**src/vme_pkg.sv**
```systemverilog
// ============================================================================
// vme_pkg
// Shared types, codes and sizes for the variable machine execute unit.
// ============================================================================
package vme_pkg;

    localparam int WORD_BITS = 64;
    localparam int CNT_BITS  = $clog2(WORD_BITS);
    localparam int NUM_VARS  = 64;
    localparam int VAR_BITS  = $clog2(NUM_VARS);
    localparam int PC_BITS   = 12;

    localparam logic [3:0] OP_SET   = 4'd0;
    localparam logic [3:0] OP_OUT   = 4'd1;
    localparam logic [3:0] OP_ADD   = 4'd2;
    localparam logic [3:0] OP_SUB   = 4'd3;
    localparam logic [3:0] OP_MUL   = 4'd4;
    localparam logic [3:0] OP_DIV   = 4'd5;
    localparam logic [3:0] OP_CMP   = 4'd6;
    localparam logic [3:0] OP_IF    = 4'd7;
    localparam logic [3:0] OP_GOTO  = 4'd8;
    localparam logic [3:0] OP_MARK  = 4'd9;
    localparam logic [3:0] OP_HALT  = 4'd10;

    localparam logic [2:0] CMP_EQ = 3'd0;
    localparam logic [2:0] CMP_NE = 3'd1;
    localparam logic [2:0] CMP_LT = 3'd2;
    localparam logic [2:0] CMP_LE = 3'd3;
    localparam logic [2:0] CMP_GT = 3'd4;
    localparam logic [2:0] CMP_GE = 3'd5;

    localparam logic [2:0] ST_RUNNING  = 3'd0;
    localparam logic [2:0] ST_HALTED   = 3'd1;
    localparam logic [2:0] ST_DIV_ZERO = 3'd2;
    localparam logic [2:0] ST_NO_LABEL = 3'd3;
    localparam logic [2:0] ST_BAD_CMP  = 3'd4;
    localparam logic [2:0] ST_BAD_OP   = 3'd5;

    typedef enum logic [2:0] {
        ALU_ADD,
        ALU_SUB,
        ALU_MUL,
        ALU_DIV,
        ALU_CMP
    } alu_op_t;

    typedef struct packed {
        logic                 start;
        alu_op_t              op;
        logic [2:0]           cmp;
        logic [WORD_BITS-1:0] a;
        logic [WORD_BITS-1:0] b;
    } alu_req_t;

    typedef struct packed {
        logic                 done;
        logic [WORD_BITS-1:0] result;
    } alu_rsp_t;

endpackage

```
**src/vme_varfile.sv**
```systemverilog
// ============================================================================
// vme_varfile
// Variable file with one write port, one registered read port and per-entry
// valid bits so that entries read as zero until first written.
// ============================================================================
module vme_varfile (
    input  logic                           clk,
    input  logic                           rst_n,
    input  logic                           wr_en,
    input  logic [vme_pkg::VAR_BITS-1:0]   wr_idx,
    input  logic [vme_pkg::WORD_BITS-1:0]  wr_data,
    input  logic [vme_pkg::VAR_BITS-1:0]   rd_idx,
    output logic [vme_pkg::WORD_BITS-1:0]  rd_data
);
    import vme_pkg::*;

    logic [WORD_BITS-1:0] mem [NUM_VARS];
    logic [NUM_VARS-1:0]  valid_reg;
    logic [WORD_BITS-1:0] rd_data_reg;

    always_ff @(posedge clk)
    begin
        if (wr_en)
        begin
            mem[wr_idx] <= wr_data;
        end
        rd_data_reg <= valid_reg[rd_idx] ? mem[rd_idx] : '0;
    end

    always_ff @(posedge clk or negedge rst_n)
    begin
        if (!rst_n)
        begin
            valid_reg <= '0;
        end
        else if (wr_en)
        begin
            valid_reg[wr_idx] <= 1'b1;
        end
    end

    assign rd_data = rd_data_reg;

endmodule

```
**config.mk**
```make
export PLATFORM = sky130hd
export DESIGN_NAME = vme_varfile
export DESIGN_NICKNAME = d
export VERILOG_FILES = /design/src/vme_pkg.sv /design/src/vme_varfile.sv
export SDC_FILE = /design/constraint.sdc
export NUM_CORES = 2
export LEC_CHECK = 0
export ABC_AREA = 1
export ABC_CLOCK_PERIOD_IN_PS = 4000
export BUFFER_PORTS_ARGS = -buffer_cell sky130_fd_sc_hd__buf_2
export CELL_PAD_IN_SITES_DETAIL_PLACEMENT = 0
export CELL_PAD_IN_SITES_GLOBAL_PLACEMENT = 1
export CORE_UTILIZATION = 40
export CTS_CLUSTER_SIZE = 30
export DETAILED_ROUTE_END_ITERATION = 8
export MAX_ROUTING_LAYER = met4
export PLACE_DENSITY_LB_ADDON = 0.25
export SYNTH_ARGS = -nofsm -noshare
export SYNTH_HDL_FRONTEND = slang
export SYNTH_SLANG_ARGS = --single-unit
```
**constraint.sdc**
```tcl
create_clock -name clk -period 4 [get_ports clk]
set_input_delay 0 -clock clk [delete_from_list [all_inputs] [get_ports clk]]
set_output_delay 0 -clock clk [all_outputs]
set_load 0.01 [all_outputs]
```
==> Word-level counts from Yosys, hierarchy flattened <==
Memories as Yosys holds them, arrays and structs flattened. A register that Yosys moved wholly into a read port is not among the register bits.
Cells that the tools add are included.
{ "totals": {"mem_bits_rw": 4096, "elab_cells": 14, "rom_bits": 0, "latch_bits": 0, "input_bits": 79, "mem_count": 1, "ff_bits": 64, "out_inout_bits": 64} }
{ "mem_list": {"columns": ["memory", "depth", "word_bits", "rd", "rd_ports_with_merged_regs", "write_ports", "line", "text"], "rows": [
  ["mem", 64, 64, 1, 1, 1, "vme_varfile.sv:17", "logic [WORD_BITS-1:0] mem [NUM_VARS];"]
]} }
{ "classes": {"n_addsub": 0, "shift": 0, "n_mux": 6, "mul": 0, "n_bitwise": 1, "n_lt_le_gt_ge": 3, "n_reduce_logical": 2, "div": 0, "eq_ne": 0} }
{ "ops": {"columns": ["cell", "n"], "rows": [
  ["64-bit OR", 1],
  ["6-bit by 7-bit < comparator with 1-bit output, second input constant", 2],
  ["1-bit binary-select mux with 6-bit select", 1],
  ["1-bit demux with 6-bit select", 1],
  ["6-bit by 1-bit greater-or-equal comparator with 1-bit output, second input constant", 1],
  ["1-bit 2-to-1 mux", 4],
  ["1-bit logical AND", 1],
  ["1-bit zero test", 1]
]} }

==> Depth between registers and ports, before layout <==
{ "depth": {"word_depth": 5, "ltp_mapped": 15, "mapped_depth_nobuf": 11} }

==> Worst setup path before layout <==
Ideal clock, no wire load.
{ "synth_path": {"kind": "input to register", "start": "input port wr_en", "end": "register valid_reg[48]", "stages": 4, "slack_ns": -3.441, "arrival_ns": 7.338, "setup_ns": 0.103, "required_time_ns": 3.897, "path_buffers": 1, "path_cell_list": "clkbuf_1 nand4_1 nor4_1 or2_2"} }
{ "synth_rtl": {"columns": ["element", "line", "text"], "rows": [
  ["start: declaration", "vme_varfile.sv:9", "input logic wr_en,"],
  ["end signal: assignment", "vme_varfile.sv:34", "valid_reg <= '0;"],
  ["end signal: indexed assignment", "vme_varfile.sv:38", "valid_reg[wr_idx] <= 1'b1;"],
  ["end: declaration", "vme_varfile.sv:18", "logic [NUM_VARS-1:0] valid_reg;"]
]} }

==> Worst setup path after layout <==
{ "layout_path": {"start": "register valid_reg[52]", "end": "register rd_data_reg[62] (netlist: rd_data[62]) (read register of mem)"} }
{ "layout_between": {"elab_chain_cells": 3} }
{ "layout_rtl": {"columns": ["element", "line", "text"], "rows": [
  ["1-bit binary-select mux with 6-bit select", "vme_varfile.sv:27", "rd_data_reg <= valid_reg[rd_idx] ? mem[rd_idx] : '0;"],
  ["1-bit 2-to-1 mux (not written as such)", "vme_varfile.sv:27", null],
  ["1-bit zero test (no source line)", null, null],
  ["end: declaration", "vme_varfile.sv:19", "logic [WORD_BITS-1:0] rd_data_reg;"]
]} }
Every way passes these cells. The select of a mux whose other input is x is not followed.
A chain may end at the register's enable or synchronous reset.

==> metrics.txt <==
status completed; clock slew at reported path FFs approximately 0.06 ns; Routed Antenna Nets 0; gpl congestion 0.787; # clock sinks between 4000 and 5000; Tot Pwr ~96 mW; sequential area share after synthesis between 70% and 80%; Worst slew margin a little under a fifth; count of pins over their slew limit 0; Final Instance Count excl. Fillers ~20000; Largest register FFs 4096; Die Footprint around 0.42 sq mm; Final #Nets 14000; core area between 0.4 and 0.5 sq mm; worst-path fanout max 31; Longest Clk Path Bufs 4; worst r2r path cells 11; Worst Hold Path EP mem[54][20]; final setup fails 0; fin crit share between 70% and 80%; drt pass-1 iters 6; dpl hpwl about 280000 um; measured slew at the worst slew-check pin approximately 1.2 ns; post-route design area roughly 0.19 sq mm; Yosys cell types 22; DP Cell Count roughly 19000; Cells after Synth 13800; worst reg2reg path endpoint rd_data[62]; P per Cell Area 499 mW/mm^2; DR vias 111000; synthesized area around 0.17 sq mm; Buf+Inv Stages, Crit Path 3; R2R setup slack 1.06 ns; Remaining DRCs 0; Syn-to-layout area delta 14.2%; Avg Cell Area, Syn about 12 sq um; GR Util All Layers between 20% and 30%; IO Port Bufs approximately 140; layout cells sized above 1 9.43%; register bit total from synthesis about 4200; placed cell area between 0.15 and 0.2 sq mm; Critical Path Max Stage Delay 0.73 ns; I/O pin count 143; Max Cap Viol 0; row count 237; final hold viol count 0; GRT Residual Overflow 0; Critical Path AT between 3 and 4 ns; pre-CTS WS between 0.7 and 0.8 ns; syn_nets 13900; delay-heaviest family, CP simple AND/OR/NAND/NOR gates; Setup crit start kind flop; TritonCTS buffer count 440; Critical Path, Cell by Cell inv_1, o21ai_0, nand3_1, nand3_1, nand3_1, nand2_1, nand2_1, nand2_4, buf_12, nand2_1, inv_2; Hold Crit Class in -> reg; Die Y 650 um; Crit path required time 4.91 ns; Avg WL per Cell 28.0 um; vias per cell approximately 5.6; fin crit period 2.94 ns; CTS H-tree lvls 5; TritonCTS clock tree done; synth warn 0; initial antenna violation count 44; Total Wirelength 556000 um; Final WS setup 1.06 ns; clk_lat worst skew between 1 and 1.5 ns; filler cell count roughly 38000; Leak 67.9 nW; vias in the first global route between 100k and 150k; CP max stage cell nand2_4; initial drt markers between 10000 and 15000; RSZ-0062 raised after global routing false; CP endpoint kind flop; largest net degree at the start of global routing around 170; WS Path Type reg -> reg; RR Startpoint valid_reg[52]; root buf cell clkbuf_16; first-pass GRT wire length between 700000 and 800000 um; CTS resizes 0; worst IR drop on VDD ~0.42 mV; Hold Path Depth 5; Die X between 600 and 700 um; Hold Startpoint wr_en; WHS 0.0758 ns; skew final 0.0683 ns; Fmax about 340 MHz; Initial Util 40.3%
cell type report:
class                      count  area, sq um  share of cell area (%)
sequential                  4224       126000                    65.6
multi-input combinational   8599        37900                    19.7
clock buffer                 580        11900                    6.21
tap                         5497         6880                    3.58
timing repair buffer         623         6660                    3.47
clock inverter               237         2230                    1.16
inverter                      78          354                   0.185
antenna                       39         97.6                  0.0509
layer usage:
metal	up-vias	GRT usage (%)	wire length, um
li1	49500	-	-
met3	860	3.68	43900
met5	-	-	0
met2	4433	41.2	259000
met4	0	7.45	17600
met1	56600	36.7	236000
tightest hold or removal path: cells and delay by family:
family | cells | cell delay [ns]
AND/OR/NAND/NOR | 2 | 0.18
buffers and inverters | 3 | 0.65
synth_stat cells (all sizes together):
library cell     n  area, sq um
dfxtp           64         1280
nor3             7         35.0
dfrtp           64         1600
inv             77          294
nor4             7         43.8
nor2            57          214
clkbuf         172          646
o21ai            2         10.0
a21oi            1         5.00
clkinv           1         3.75
buf            744         3870
nand3         3906        19500
or2             63          394
nand2         4554        17100
edfxtp        4096       123000
nand4            2         12.5
placed cells by master, fill, tap and decap left out, drive strengths merged, types with 57 or more instances in the layout:
master / synthesis / layout
buf: 744 / 545
clkbuf: 172 / 580
clkinv: 1 / 183
dfrtp: 64 / 64
dfxtp: 64 / 64
dlygate4sd3: 0 / 78
edfxtp: 4096 / 4096
inv: 77 / 87
nand2: 4554 / 4554
nand3: 3906 / 3906
nor2: 57 / 57
or2: 63 / 63
through the flow:
| stage | setup TNS, ns | utilization (%) |
|---|---|---|
| final | 0 | 46.0 |
| after global routing | 0 | 46.0 |
| after CTS | 0 | 45.9 |
| after detailed placement | 0 | 42.4 |
| after global placement | 0 | 42.4 |
| after floorplan | -422.83 | - |
worst max path at each step:
stage	startpoint	endpoint	slack [ns]	depth (start not counted)
floorplan	wr_en	valid_reg[48]	-0.78	4
global placement	rd_idx[0]	rd_data[3]	0.79	13
detailed placement	rd_idx[0]	rd_data[62]	0.78	13
CTS	valid_reg[52]	rd_data[62]	1.12	11
global route	valid_reg[52]	rd_data[3]	1.0	11
finish	valid_reg[52]	rd_data[62]	1.06	11
kinds of logic (layout without fill, tap and decap cells):
family                 count (synthesis)  count (layout)  share of synthesized area, %
AOI/OAI and AO/OA                      3               3                       0.00893
buffers and inverters                994            1518                          2.86
DFF                                 4224            4224                          74.9
other                                  0              39                             0
and+or+nand+nor                     8596            8596                          22.2
timing repair:
action | in CTS | in global routing
buffers inserted | 0 | 0
hold buffers | 79 | 0
hold endpoints to repair | 4619 | 0
report_power, final:
group | internal, mW | leakage, nW | switching (mW)
logic | 1.57 | 22.8 | 4.29
registers | 49.0 | 38.2 | 0.280
clock network | 23.3 | 6.92 | 17.3
No activity file was read; power rests on OpenSTA's default activity.
