File: src/vme_pkg.sv
// ============================================================================
// vme_pkg
// Shared types, codes and sizes for the variable machine execute unit.
// ============================================================================
package vme_pkg;

    localparam int WORD_BITS = 64;
    localparam int CNT_BITS  = $clog2(WORD_BITS);
    localparam int NUM_VARS  = 64;
    localparam int VAR_BITS  = $clog2(NUM_VARS);
    localparam int PC_BITS   = 12;

    localparam logic [3:0] OP_SET   = 4'd0;
    localparam logic [3:0] OP_OUT   = 4'd1;
    localparam logic [3:0] OP_ADD   = 4'd2;
    localparam logic [3:0] OP_SUB   = 4'd3;
    localparam logic [3:0] OP_MUL   = 4'd4;
    localparam logic [3:0] OP_DIV   = 4'd5;
    localparam logic [3:0] OP_CMP   = 4'd6;
    localparam logic [3:0] OP_IF    = 4'd7;
    localparam logic [3:0] OP_GOTO  = 4'd8;
    localparam logic [3:0] OP_MARK  = 4'd9;
    localparam logic [3:0] OP_HALT  = 4'd10;

    localparam logic [2:0] CMP_EQ = 3'd0;
    localparam logic [2:0] CMP_NE = 3'd1;
    localparam logic [2:0] CMP_LT = 3'd2;
    localparam logic [2:0] CMP_LE = 3'd3;
    localparam logic [2:0] CMP_GT = 3'd4;
    localparam logic [2:0] CMP_GE = 3'd5;

    localparam logic [2:0] ST_RUNNING  = 3'd0;
    localparam logic [2:0] ST_HALTED   = 3'd1;
    localparam logic [2:0] ST_DIV_ZERO = 3'd2;
    localparam logic [2:0] ST_NO_LABEL = 3'd3;
    localparam logic [2:0] ST_BAD_CMP  = 3'd4;
    localparam logic [2:0] ST_BAD_OP   = 3'd5;

    typedef enum logic [2:0] {
        ALU_ADD,
        ALU_SUB,
        ALU_MUL,
        ALU_DIV,
        ALU_CMP
    } alu_op_t;

    typedef struct packed {
        logic                 start;
        alu_op_t              op;
        logic [2:0]           cmp;
        logic [WORD_BITS-1:0] a;
        logic [WORD_BITS-1:0] b;
    } alu_req_t;

    typedef struct packed {
        logic                 done;
        logic [WORD_BITS-1:0] result;
    } alu_rsp_t;

endpackage

File: src/vme_alu.sv
// ============================================================================
// vme_alu
// Iterative arithmetic unit built around one 64-bit adder: add, subtract and
// compare in one step, multiply by shift-add and signed divide by restoring
// division, one bit per cycle.
// ============================================================================
module vme_alu (
    input  logic              clk,
    input  logic              rst_n,
    input  vme_pkg::alu_req_t req,
    output vme_pkg::alu_rsp_t rsp
);
    import vme_pkg::*;

    typedef enum logic [2:0] {
        S_IDLE,
        S_ONE,
        S_NEG_A,
        S_NEG_B,
        S_LOOP,
        S_FIX,
        S_DONE
    } state_t;

    state_t               state_reg, state_next;
    alu_op_t              op_reg, op_next;
    logic [2:0]           cmp_reg, cmp_next;
    logic [WORD_BITS-1:0] x_reg, x_next;
    logic [WORD_BITS-1:0] y_reg, y_next;
    logic [WORD_BITS-1:0] acc_reg, acc_next;
    logic [CNT_BITS-1:0]  cnt_reg, cnt_next;
    logic                 neg_reg, neg_next;

    logic [WORD_BITS-1:0] add_x, add_y;
    logic                 add_inv;
    logic [WORD_BITS:0]   sum;
    logic [WORD_BITS-1:0] shifted;
    logic                 eq, lt, rel;

    assign shifted = {acc_reg[WORD_BITS-2:0], x_reg[WORD_BITS-1]};

    always_comb
    begin
        add_x   = x_reg;
        add_y   = y_reg;
        add_inv = 1'b0;
        unique case (state_reg)
            S_ONE:
            begin
                add_inv = (op_reg != ALU_ADD);
            end
            S_NEG_A, S_FIX:
            begin
                add_x   = '0;
                add_y   = x_reg;
                add_inv = 1'b1;
            end
            S_NEG_B:
            begin
                add_x   = '0;
                add_y   = y_reg;
                add_inv = 1'b1;
            end
            S_LOOP:
            begin
                if (op_reg == ALU_MUL)
                begin
                    add_x = acc_reg;
                    add_y = x_reg;
                end
                else
                begin
                    add_x   = shifted;
                    add_y   = y_reg;
                    add_inv = 1'b1;
                end
            end
            default:
            begin
                add_inv = 1'b0;
            end
        endcase
    end

    assign sum = {1'b0, add_x} + {1'b0, add_y ^ {WORD_BITS{add_inv}}}
                 + {{WORD_BITS{1'b0}}, add_inv};

    assign eq = (sum[WORD_BITS-1:0] == '0);
    assign lt = (x_reg[WORD_BITS-1] != y_reg[WORD_BITS-1]) ? x_reg[WORD_BITS-1]
                                                           : sum[WORD_BITS-1];

    always_comb
    begin
        unique case (cmp_reg)
            CMP_EQ:  rel = eq;
            CMP_NE:  rel = !eq;
            CMP_LT:  rel = lt;
            CMP_LE:  rel = lt || eq;
            CMP_GT:  rel = !(lt || eq);
            default: rel = !lt;
        endcase
    end

    always_comb
    begin
        state_next = state_reg;
        op_next    = op_reg;
        cmp_next   = cmp_reg;
        x_next     = x_reg;
        y_next     = y_reg;
        acc_next   = acc_reg;
        cnt_next   = cnt_reg;
        neg_next   = neg_reg;
        unique case (state_reg)
            S_IDLE:
            begin
                if (req.start)
                begin
                    op_next  = req.op;
                    cmp_next = req.cmp;
                    x_next   = req.a;
                    y_next   = req.b;
                    acc_next = '0;
                    cnt_next = '0;
                    unique case (req.op)
                        ALU_MUL: state_next = S_LOOP;
                        ALU_DIV: state_next = S_NEG_A;
                        default: state_next = S_ONE;
                    endcase
                end
            end
            S_ONE:
            begin
                if (op_reg == ALU_CMP)
                begin
                    acc_next = {{(WORD_BITS-1){1'b0}}, rel};
                end
                else
                begin
                    acc_next = sum[WORD_BITS-1:0];
                end
                state_next = S_DONE;
            end
            S_NEG_A:
            begin
                neg_next = x_reg[WORD_BITS-1] ^ y_reg[WORD_BITS-1];
                if (x_reg[WORD_BITS-1])
                begin
                    x_next = sum[WORD_BITS-1:0];
                end
                state_next = S_NEG_B;
            end
            S_NEG_B:
            begin
                if (y_reg[WORD_BITS-1])
                begin
                    y_next = sum[WORD_BITS-1:0];
                end
                state_next = S_LOOP;
            end
            S_LOOP:
            begin
                if (op_reg == ALU_MUL)
                begin
                    if (y_reg[0])
                    begin
                        acc_next = sum[WORD_BITS-1:0];
                    end
                    x_next = {x_reg[WORD_BITS-2:0], 1'b0};
                    y_next = {1'b0, y_reg[WORD_BITS-1:1]};
                end
                else
                begin
                    acc_next = sum[WORD_BITS] ? sum[WORD_BITS-1:0] : shifted;
                    x_next   = {x_reg[WORD_BITS-2:0], sum[WORD_BITS]};
                end
                cnt_next = cnt_reg + 1'b1;
                if (cnt_reg == {CNT_BITS{1'b1}})
                begin
                    state_next = (op_reg == ALU_MUL) ? S_DONE : S_FIX;
                end
            end
            S_FIX:
            begin
                acc_next   = neg_reg ? sum[WORD_BITS-1:0] : x_reg;
                state_next = S_DONE;
            end
            default:
            begin
                state_next = S_IDLE;
            end
        endcase
    end

    always_ff @(posedge clk or negedge rst_n)
    begin
        if (!rst_n)
        begin
            state_reg <= S_IDLE;
            op_reg    <= ALU_ADD;
            cmp_reg   <= CMP_EQ;
            x_reg     <= '0;
            y_reg     <= '0;
            acc_reg   <= '0;
            cnt_reg   <= '0;
            neg_reg   <= 1'b0;
        end
        else
        begin
            state_reg <= state_next;
            op_reg    <= op_next;
            cmp_reg   <= cmp_next;
            x_reg     <= x_next;
            y_reg     <= y_next;
            acc_reg   <= acc_next;
            cnt_reg   <= cnt_next;
            neg_reg   <= neg_next;
        end
    end

    assign rsp.done   = (state_reg == S_DONE);
    assign rsp.result = acc_reg;

endmodule

File: config.mk
export PLATFORM = sky130hd
export DESIGN_NAME = vme_alu
export DESIGN_NICKNAME = d
export VERILOG_FILES = /design/src/vme_pkg.sv /design/src/vme_alu.sv
export SDC_FILE = /design/constraint.sdc
export NUM_CORES = 1
export LEC_CHECK = 0
export BUFFER_PORTS_ARGS = -buffer_cell sky130_fd_sc_hd__buf_2
export CELL_PAD_IN_SITES_DETAIL_PLACEMENT = 2
export CELL_PAD_IN_SITES_GLOBAL_PLACEMENT = 2
export CORE_ASPECT_RATIO = 1.2
export CORE_MARGIN = 3
export CORE_UTILIZATION = 30
export DETAILED_ROUTE_END_ITERATION = 8
export PLACE_DENSITY = 0.81
export SYNTH_ARGS = -nofsm -noshare
export SYNTH_HDL_FRONTEND = slang
export SYNTH_SLANG_ARGS = --single-unit
File: constraint.sdc
create_clock -name clk -period 6 [get_ports clk]
set_input_delay 1.5 -clock clk [delete_from_list [all_inputs] [get_ports clk]]
set_output_delay 1.5 -clock clk [all_outputs]
set_load 0.005 [all_outputs]
# After elaboration in Yosys (flattened, before gate mapping)
# Cells that the tools add are included.
[totals] in_bits=137 register_bits=208
[op_classes] eq_ne=22 muxes=30 n_addsub=3 bitwise_logic=2 n_reduce_logical=23
[ops] op="two-way mux 64 bit" n=13
[ops] op="case mux 64 bit (3 select lines)" n=2
[ops] op="case mux 64 bit (2 select lines)" n=2
[ops] op="case mux 64 bit (4 select lines)" n=1
[ops] op="adder 64 x 64 -> 65 bit" n=1
[ops] op="adder 65 x 1 -> 65 bit" n=1
[ops] op="logical NOT 64 bit" n=1
[ops] op="XOR 64 bit" n=1
[ops] op="== test 3 x 2 -> 1 bit, second input constant" n=7
[ops] op="== test 3 bit, second input constant" n=5
[ops] op="case mux 3 bit (5 select lines)" n=1
[ops] op="case mux 6 bit (2 select lines)" n=1
[ops] op="inequality test 2 bit, second input constant" n=5
[ops] op="AND reduction 3 bit" n=3
[ops] op="nonzero test 3 bit" n=3
[ops] op="AND reduction 2 bit" n=4
[ops] op="adder 6 x 1 -> 6 bit, second input constant" n=1
[ops] op="== test 3 x 1 -> 1 bit, second input constant" n=2
[ops] op="== test 6 bit, second input constant" n=1
[ops] op="logical NOT 3 bit" n=2
[ops] op="two-way mux 3 bit" n=2
[ops] op="two-way mux 6 bit" n=1
[ops] op="case mux 3 bit (2 select lines)" n=1
[ops] op="case mux 1 bit (5 select lines)" n=1
[ops] op="other kinds (13)" n=18

# Longest topological paths before layout
# Gate-level depths: netlist of run 1.
[depth] word_depth=12 mapped_depth=24

# Least setup slack after synthesis of run 1
# OpenSTA, ideal clock, no wires.
[synth_path] kind="register -> register" from="reg state_reg[2]" to="reg acc_reg[0]" arrival_time_ns=5.878 setup_ns=0.127 required_ns=5.873 path_stages_with_launch=23 slack_ns=-0.005 cell_sequence="dfrtp_1 > and3b_1 > clkbuf_1 > a211oi_1 > clkbuf_1 > buf_1 > mux2i_1 > xnor2_1 > ha_1 > clkbuf_1 > a21oi_1 > o21ai_0 > a211oi_1 > o31ai_1 > o21ai_2 > xor2_2 > or4b_1 > or4_1 > nor4_1 > nand4b_1 > o311ai_1 > o211ai_1 > a2bb2oi_1"
[synth_between] elab_chain_cells=12
[synth_rtl] element="from (decl)" line="vme_alu.sv:25" rtl="state_t state_reg, state_next;"
[synth_rtl] element="from (signal assigned)" line="vme_alu.sv:210" rtl="state_reg <= state_next;"
[synth_rtl] element="== test 3 x 2 -> 1 bit / == test 3 bit (equally long branches)" line="vme_alu.sv:47, vme_alu.sv:114"
[synth_rtl] element="OR reduction 3 bit (no source line) / OR reduction 2 bit (equally long branches)"
[synth_rtl] element="case mux 1 bit (3 select lines) / case mux 64 bit (2 select lines) (equally long branches)" line="vme_alu.sv:47" rtl="unique case (state_reg)"
[synth_rtl] element="XOR 64 bit" line="vme_alu.sv:85" rtl="assign sum = {1'b0, add_x} + {1'b0, add_y ^ {WORD_BITS{add_inv}}}"
[synth_rtl] element="adder 64 x 64 -> 65 bit" line="vme_alu.sv:85"
[synth_rtl] element="adder 65 x 1 -> 65 bit" line="vme_alu.sv:86" rtl="+ {{WORD_BITS{1'b0}}, add_inv};"
[synth_rtl] element="logical NOT 64 bit / two-way mux 1 bit (equally long branches)" line="vme_alu.sv:88, vme_alu.sv:89"
[synth_rtl] element="logical OR 1 bit" line="vme_alu.sv:98, vme_alu.sv:99"
[synth_rtl] element="logical NOT 1 bit" line="vme_alu.sv:99" rtl="CMP_GT: rel = !(lt || eq);"
[synth_rtl] element="case mux 1 bit (5 select lines)" line="vme_alu.sv:94" rtl="unique case (cmp_reg)"
[synth_rtl] element="two-way mux 64 bit" line="vme_alu.sv:134" rtl="if (op_reg == ALU_CMP)"
[synth_rtl] element="case mux 64 bit (4 select lines)" line="vme_alu.sv:114" rtl="unique case (state_reg)"
[synth_rtl] element="to (signal assigned)" line="vme_alu.sv:215" rtl="acc_reg <= acc_next;"
[synth_rtl] element="to (decl)" line="vme_alu.sv:30" rtl="logic [WORD_BITS-1:0] acc_reg, acc_next;"
# Several ways; a longest one is shown, not always the timed one. The select of a mux whose other input is x is not followed.
# A chain may end at the register's enable or synchronous reset.

# Final worst setup path of run 1
[layout_path] from="reg op_reg[1]" to="reg acc_reg[0]"
[layout_between] elab_chain_cells=12
[layout_rtl] element="from (decl)" line="vme_alu.sv:26" rtl="alu_op_t op_reg, op_next;"
[layout_rtl] element="from (signal assigned)" line="vme_alu.sv:211" rtl="op_reg <= op_next;"
[layout_rtl] element="== test 3 x 2 -> 1 bit" line="vme_alu.sv:66, vme_alu.sv:163"
[layout_rtl] element="two-way mux 1 bit / two-way mux 64 bit (equally long branches)" line="vme_alu.sv:66" rtl="if (op_reg == ALU_MUL)"
[layout_rtl] element="case mux 1 bit (3 select lines) / case mux 64 bit (2 select lines) (equally long branches)" line="vme_alu.sv:47"
[layout_rtl] element="XOR 64 bit" line="vme_alu.sv:85"
[layout_rtl] element="adder 64 x 64 -> 65 bit" line="vme_alu.sv:85"
[layout_rtl] element="adder 65 x 1 -> 65 bit" line="vme_alu.sv:86"
[layout_rtl] element="logical NOT 64 bit / two-way mux 1 bit (equally long branches)" line="vme_alu.sv:88, vme_alu.sv:89"
[layout_rtl] element="logical OR 1 bit" line="vme_alu.sv:98, vme_alu.sv:99"
[layout_rtl] element="logical NOT 1 bit" line="vme_alu.sv:99"
[layout_rtl] element="case mux 1 bit (5 select lines)" line="vme_alu.sv:94"
[layout_rtl] element="two-way mux 64 bit" line="vme_alu.sv:134"
[layout_rtl] element="case mux 64 bit (4 select lines)" line="vme_alu.sv:114"
# Several ways; a longest one is shown, not always the timed one. The select of a mux whose other input is x is not followed.

==> results summary, run 1 <==
In this run the deepest clock path goes through 3 buffers. Of the total synthesized cell area, the portion taken by XOR and XNOR cells is 5.07%. The run finished, with violations left. The estimated wirelength of the detail-placed design came out at 71.2 mm.

The smallest clock period supported by the final layout is computed as just under 6 ns. The post-synthesis share of cell area spent on and, or, nand and nor gates came out at 15.9%. The top flip-flop cell by instance count after synthesis is dfrtp_1.

The synthesized instance count came out at between 2000 and 2500. The cell area that synthesis handed to floorplanning was 19000 sq um. The total die area came out at 66300 sq um. The share of flip-flops with an asynchronous set or reset after synthesis is 100%. For this run, the top clock speed supported by timing is 0.168 GHz. The total clock buffers created by CTS came out at 28. The worst pin sits at a relative slew slack of 17.4%. The number of detailed-route iterations in the first pass is 9.

The starting DRC count in detailed routing came out at 2064. The mean routed wirelength per cell is 28.3 um. The worst path arrival time is 6.41 ns.

The filler-free cell count of the finished design came out at 3381. The H-tree depth reported by CTS is 1. Summing the areas of all fa, ha and maj instances in the mapped netlist gives around 4.4% of the synthesized area. The number of cell rows is 100. The final setup skew is between 0.02 and 0.025 ns.

The count of placed standard cells including taps is around 3300. The final period utilization is 99.3%. The number of global-route vias before repair came out at approximately 24000. The maximum number of pins on one net before global-route repair came out at roughly 110.

The number of antenna violations at the first check in global routing is 6. The post-route worst setup slack is approximately 0.045 ns. The die outline height is 282 um. The register bit total from synthesis is approximately 210. The path type of the worst min-delay path is reg2reg. The die is ~240 um wide. The synthesized area divided by synthesized cell count came out at 8.21 sq um. The most repeated library cell on the critical path is buf_4. The worst setup path is launched from a flip-flop. The worst setup path is of the reg2reg kind. The share of cells above drive strength 1 is 26.8%.

For the pin with the worst max-slew slack, the measured transition is 1.23 ns. After detailed routing, the number of remaining DRC violations is 3. Setup repair after global routing could not meet its margin everywhere. The clock latency reported for the late side of the worst-skew pair came out at 0.59 ns.

The peak per-stage delay on the critical path is 0.56 ns. Walking the worst path, the cells encountered are nor3b_4 > buf_12 > a211oi_4 > buf_4 > buf_12 > mux2i_4 > xnor2_2 > fa_2 > a21oi_1 > nand4b_1 > a2111oi_4 > buf_4 > buf_4 > or3_1 > a21o_1 > nor4b_4 > nand4b_1 > or4_4 > nor4_2 > nand4b_1 > buf_4 > o311ai_1 > o211ai_1 > a2bb2oi_1. The minimum setup slack after placement came out at -0.462 ns.

The final count of hold timing violations is 0. CTS saw 208 sinks. For this block, the routed nets add up to 95.7 mm of wire. The sequential cell area fraction in the yosys report is 27.4%. The largest individual stage delay along the critical path comes from the cell or4_4. The number of port buffers is 201. The worst-case register-to-register setup slack came out at 0.04 ns. In this run the remaining antenna-violating nets after routing total 0. The global-route wire length before repair came out at 145 mm. On the critical path the largest part of the delay comes from simple AND/OR/NAND/NOR gates. For this design, the CTS-stage hold fixing added 0 buffers. Summing over every cut layer, the via total after detailed routing is 21500. Data on the critical path is required at its endpoint by approximately 6.5 ns. By area, the combinational part of the netlist is dominated by compound AO/OA/AOI/OAI gates.

The count of pins over their slew limit is 0. The buffers plus inverters on the worst setup path came out at 6. After filler insertion, the fill cell instance count of the layout stands at just over 7000. The final RePlAce weighted congestion came out at between 0.9 and 1. The number of distinct standard cells referenced by the synthesized netlist came out at 87.

The total overflow left after global routing is 0. The total number of nets in the final design came out at 2744. The area of the multi-input gates is about 14000 sq um. The area overhead of the layout relative to synthesis came out at 23.9%. The area of the core region is 62300 sq um. The top-level I/O count is 202.

The net count after synthesis is 2514. The final reports fail on design-rule violations. The complex-gate fraction of the synthesized area came out at 29.3%. The max-cap check violation count is 0.

In the global route stage, overall resource usage came out at 27.4%. The sequential cell area is 5210 sq um. The clock root buffer is clkbuf_16.

The clock-pin slew on the worst setup and hold paths came out at 0.07 ns. Setup violations remaining at the end of the flow were counted as 0. The number of synthesized flops with an enable pin came out at 0. Dividing the detail-routed via count by the number of cells gives 6.35. The count of warnings emitted by yosys is 0. STA classifies the critical path endpoint as a flip-flop. The mux share of post-synthesis cell area came out at 13.6%.

The maximum fanout along the worst path is 11. The clock tree from TritonCTS is done. The initial core utilization is 30.5%.
## path summary, 6_finish.rpt
path / cells after the start / from / end
max: 24 / op_reg[1] / acc_reg[0]
min: 1 / cnt_reg[5] / cnt_reg[5]
max reg2reg: 24 / op_reg[1] / acc_reg[0]
min reg2reg: 1 / cnt_reg[5] / cnt_reg[5]
max in group asynchronous: 2 / rst_n / acc_reg[18]
min in group asynchronous: 1 / rst_n / x_reg[51]
## area by class of cell
cell class,instances,area share [%]
Antenna cell,1,0.0106
Tap cell,816,4.34
Multi-Input combinational cell,1888,57.8
Clock inverter,16,0.947
Timing Repair Buffer,397,11.2
Inverter,19,0.303
Clock buffer,36,3.32
Sequential cell,208,22.1
## metal layers
layer  global-route usage (%)  wire length [um]
met2                     50.3             48800
met5                        0                46
met3                     3.16              4950
met1                     33.8             39100
met4                     7.71              2720
## what timing repair did
action,CTS,global route
pin swaps,3,20
setup buffers,3,15
hold endpoints to repair,0,0
endpoints found under the setup margin,2,15
cloned,0,1
gates resized for setup,23,108
## cells in the mapped netlist, types with 15 or more instances
library cell  count  area, sq um
nand2_1         297         1110
o21ai_0         264         1320
dfrtp_1         208         5200
a21oi_1         170          851
clkbuf_1        168          631
a222oi_1        167         1670
nor2_1          160          601
mux2i_1         139         1390
mux2_2          104         1170
xnor2_1          90          788
ha_1             64          801
nand4_1          35          219
nor3_1           26          130
a31oi_1          25          156
nand3_1          25          125
buf_1            22         82.6
and2_1           19          119
inv_1            19         71.3
a21o_1           18          135
xor2_1           18          158
a22oi_1          17          128
a211oi_1         15          113
## cell families after synthesis
family,after synthesis
compound gates,810
xor+xnor,109
fa+ha+maj,66
buf+inv,216
flops,208
mux,244
simple gates,659
## worst register-to-register path: cells and delay by family, from the launching register on
| family | cells | cell delay, ns |
|---|---|---|
| mux | 1 | 0.30 |
| simple gates | 8 | 2.23 |
| xor+xnor | 1 | 0.12 |
| compound gates | 7 | 1.34 |
| buf+inv | 6 | 1.04 |
| fa+ha+maj | 1 | 0.40 |
| flops | 1 | 0.42 |
## stage by stage
stage	utilization [%]	hold slack (ns)	area, sq um	setup TNS [ns]
2_1_floorplan	-	0.450	19000	0
3_3_place_gp	35.0	0.466	21800	-0.272
3_5_place_dp	35.0	0.484	21800	-0.462
4_1_cts	36.8	0.493	22900	0
5_1_grt	37.7	0.513	23500	-0.127
6_report	37.7	0.499	23500	0
## layout by cell type, fill, tap and decap left out, types with 6 or more instances in the layout
cell       synthesis  layout
a211oi_2           2       6
nand4_1           35      35
nand3_1           25      23
a31oi_1           25      24
ha_1              64      50
nand2b_1          10      10
ha_2               0      13
buf_2              6     200
nor4_1            12       7
dfrtp_1          208     206
inv_1             19      19
o211ai_1           9       9
o21bai_1          12      10
mux2i_1          139     134
and3_1             9       9
o22ai_1            6       6
or3_1             12      11
a21oi_2            1      23
xnor2_1           90      86
nor3_1            26      17
nor2_1           160     155
a21o_1            18      18
and2_1            19      16
a21oi_1          170     147
o21ai_0          264     248
and4_1             9       8
o21ai_1            2      16
clkbuf_16          0      30
nor3_2             0       8
buf_12             0       7
a222oi_1         167     167
a211oi_1          15       9
buf_4              1     185
a21boi_0           7       6
mux2_2           104     104
xor2_1            18      18
a22o_1             8       8
nor2b_1           10       9
nand2_1          297     296
a22oi_1           17      16
Power of run 1 is left out: the tool's default activity adds up to more than one toggle a clock period on the data nets, which glitch-free logic cannot reach.
==> run 2, diff against run 1 <==
--- a/config.mk
+++ b/config.mk
@@ -12,7 +12,7 @@
 export CORE_MARGIN = 3
 export CORE_UTILIZATION = 30
 export DETAILED_ROUTE_END_ITERATION = 8
-export PLACE_DENSITY = 0.81
+export PLACE_DENSITY = 0.78
 export SYNTH_ARGS = -nofsm -noshare
 export SYNTH_HDL_FRONTEND = slang
 export SYNTH_SLANG_ARGS = --single-unit
==> constraint.sdc (replaced) <==
create_clock -name clk -period 6.7 [get_ports clk]
set_input_delay 1.675 -clock clk [delete_from_list [all_inputs] [get_ports clk]]
set_output_delay 1.675 -clock clk [all_outputs]
set_load 0.005 [all_outputs]
==> run 2 against run 1 <==
Against the previous run: the flow now finishes without violations; fmax is 5.8% lower; sequential cell count stayed put; largest cell class unchanged; worst setup slack better by 0.33 ns; clock-buffer cell count is 3 lower; critical path type unchanged; first-iteration DRC count is 10% lower; design area is 5.9% lower; register-to-register slack better by 0.33 ns; critical path depth is 3 lower; non-clock buffer count is 105 lower; via count is 4.2% lower; clock skew is 0.0054 ns lower; global-route usage is 0.59 points lower.
==> results summary, run 2 (same netlist as run 1, synthesis figures left out) <==
The share of cells above drive strength 1 was 20.0% (-6.8 points). The final standard cell area without fillers is 22100 sq um (-5.9%). The path class of the tightest hold or removal check is reg2reg.

The maximum fanout along the worst path is 22 (+11). The total number of vias was 20600 (-4.2%). The sum of routed wire length over all layers is 92.2 mm (-3.6%). In this run the most critical hold path is launched from y_reg[0].

The per-cell via count in the routed design came out at 6.29 (-0.99%). The slew at the pin with the worst max-slew slack came out at 1.22 ns (-0.0167 ns). The number of cell rows is 100 (unchanged). The shortest clock period the worst path allows after layout is 6.32 ns (+0.370 ns). The total track usage is 26.8% (-0.59 points). The number of antenna violations at the first check in global routing is 6 (unchanged). The launch instance of the worst register-to-register path is state_reg[0].

The maximum number of pins on one net before global-route repair came to 111 (unchanged). The total of endpoints with negative setup slack in the final report is 0 (unchanged). The final global-route overflow total is 0 (unchanged). The fill cell total of the finished layout came out at 7093 (-0.028%). The H-tree depth reported by CTS came out at 1 (unchanged). The final period utilization came out at 94.4% (-4.9 points).

The antenna violation net count after detailed routing was 0 (unchanged). The clock tree from TritonCTS is done. The clock root buffer is clkbuf_16.

The endpoint required time on the critical path is 7.14 ns (+0.68 ns). Setup repair after global routing left no endpoint under its margin. The type of element launching the critical path is a flip-flop. By startpoint and endpoint, the worst setup path is classified as reg2reg. Traced cell by cell, the critical path runs through and3b_2 > a211oi_4 > buf_12 > buf_4 > mux2i_1 > xnor2_1 > ha_1 > a21oi_1 > o21ai_0 > a221oi_1 > o21ai_0 > buf_4 > o31ai_1 > nand3_1 > xor2_1 > or4_1 > nor4_1 > nand4b_1 > o311ai_1 > o211ai_1 > a2bb2oi_1.

For this design, the slowest cell found on the critical path is or4_1. The number of port buffers came out at 201 (unchanged). The total die area is 66300 sq um (unchanged).

The number of global-route vias before repair came out at 22300 (-5.2%). The clock latency reported for the late side of the worst-skew pair came out at 0.57 ns (-0.02 ns). The clock-pin slew on the worst setup and hold paths is 0.06 ns (about the same). The clock net sink count came out at 208 (unchanged). The final setup skew is 0.0188 ns (-0.00539 ns). The total clock buffers created by CTS is 27 (-3.6%). The count of pins over their slew limit is 0 (unchanged). The die width is 236 um (unchanged). The estimated wirelength of the detail-placed design came out at 68.2 mm (-4.2%).

The area of the core region came out at 62300 sq um (unchanged). The initial core utilization was 30.5% (unchanged). Compared with the post-synthesis result, the final layout area differs by 16.6%. The max-cap check violation count is 0 (unchanged). The starting DRC count in detailed routing was 1858 (-10%). The global-route wire length before repair came to 141 mm (-3.2%).

The remaining max-slew budget at the tightest pin is 18.5% (+1.1 points). The mean routed wirelength per cell came to 28.2 um (-0.43%). The buffer depth of the longest clock path came out at 3 (unchanged).

The critical path startpoint is state_reg[0]. The number of detailed-route iterations in the first pass was 8 (-1). The smallest hold slack came to 0.501 ns (+0.00265 ns). The highest clock rate came out at 0.158 GHz (-5.8%). The peak per-stage delay on the critical path came to 0.55 ns (about the same). The final RePlAce weighted congestion came out at 0.960 (-0.45%). The die outline height is 282 um (unchanged). The DRC violations left came out at 0 (-3). The worst path arrival time was 6.77 ns (+0.36 ns). The final count of hold timing violations came out at 0 (unchanged). The type of element capturing the critical path is a flip-flop. The top cell types in the final layout, fill and taps aside, are nand2_1, o21ai_0, dfrtp_1, buf_2, a21oi_1. The total number of nets in the final design is 2638 (-3.9%).

The top-level I/O count came out at 202 (unchanged). Leaving out fill and tap cells, the most frequent cell in the layout is nand2_1. The area of placed instances came to 21100 sq um (-3.2%). The flow ran to the end, and the final reports show no timing, DRC or antenna violations.
-- run 2: cell types whose count changed in the layout (fill, tap and decap cells not counted), moves of 13 or more --
cell,previous run,this run
a21oi_1,147,170
a21oi_2,23,1
buf_4,185,85
ha_1,50,64
ha_2,13,0
o21ai_0,248,264
o21ai_1,16,2
-- run 2: metrics by stage --
stage	utilization, %	setup slack, ns	setup TNS [ns]	cells
global route	35.5	0.00699	0	3272
detailed placement	33.9	-0.0381	-0.0381	3222
CTS	35.4	0.0267	0	3270
global placement	33.9	0.184	0	3222
finish	35.5	0.375	0	3272
floorplan	-	0.695	0	2312
-- run 2: layout make-up --
cell class | instances | area (sq um) | share of cell area (%)
clock buffer | 33 | 718 | 3.24
sequential | 208 | 5210 | 23.5
inverter | 19 | 71.3 | 0.322
timing repair buffer | 292 | 1770 | 7.98
antenna | 1 | 2.50 | 0.0113
clock inverter | 15 | 225 | 1.02
multi-input combinational | 1888 | 13100 | 59.3
tap | 816 | 1020 | 4.61
-- run 2: critical path, delay by kind of cell, from the launching register on --
family / cells / cell delay (ns)
compound gates: 9 / 2.37
simple gates: 5 / 1.50
buf+inv: 3 / 0.72
flops: 1 / 0.51
fa+ha+maj: 1 / 0.44
xor+xnor: 2 / 0.36
mux: 1 / 0.27
-- run 2: path summary, 6_finish.rpt --
kind,end,slack [ns],depth (start not counted)
worst max-delay path,acc_reg[0],0.38,21
worst min-delay path,y_reg[0],0.50,2
worst max register to register,acc_reg[0],0.38,21
worst min register to register,y_reg[0],0.50,2
max in group asynchronous,acc_reg[16],4.43,2
min in group asynchronous,y_reg[48],1.15,1
-- run 2: repair_timing --
item                       in CTS  in global routing
resized for setup               1                  9
setup endpoints to repair       1                 25
buffers inserted                0                  1
pin swaps                       0                  2
hold buffers                    0                  0
-- run 2: per-layer routing --
layer | GRT usage, % | wire [um]
met2 | 48.4 | 46500
met3 | 4.18 | 5060
met5 | 0 | 31
met1 | 32.2 | 37200
met4 | 9.88 | 3450
Power of run 2 is left out for the same reason.
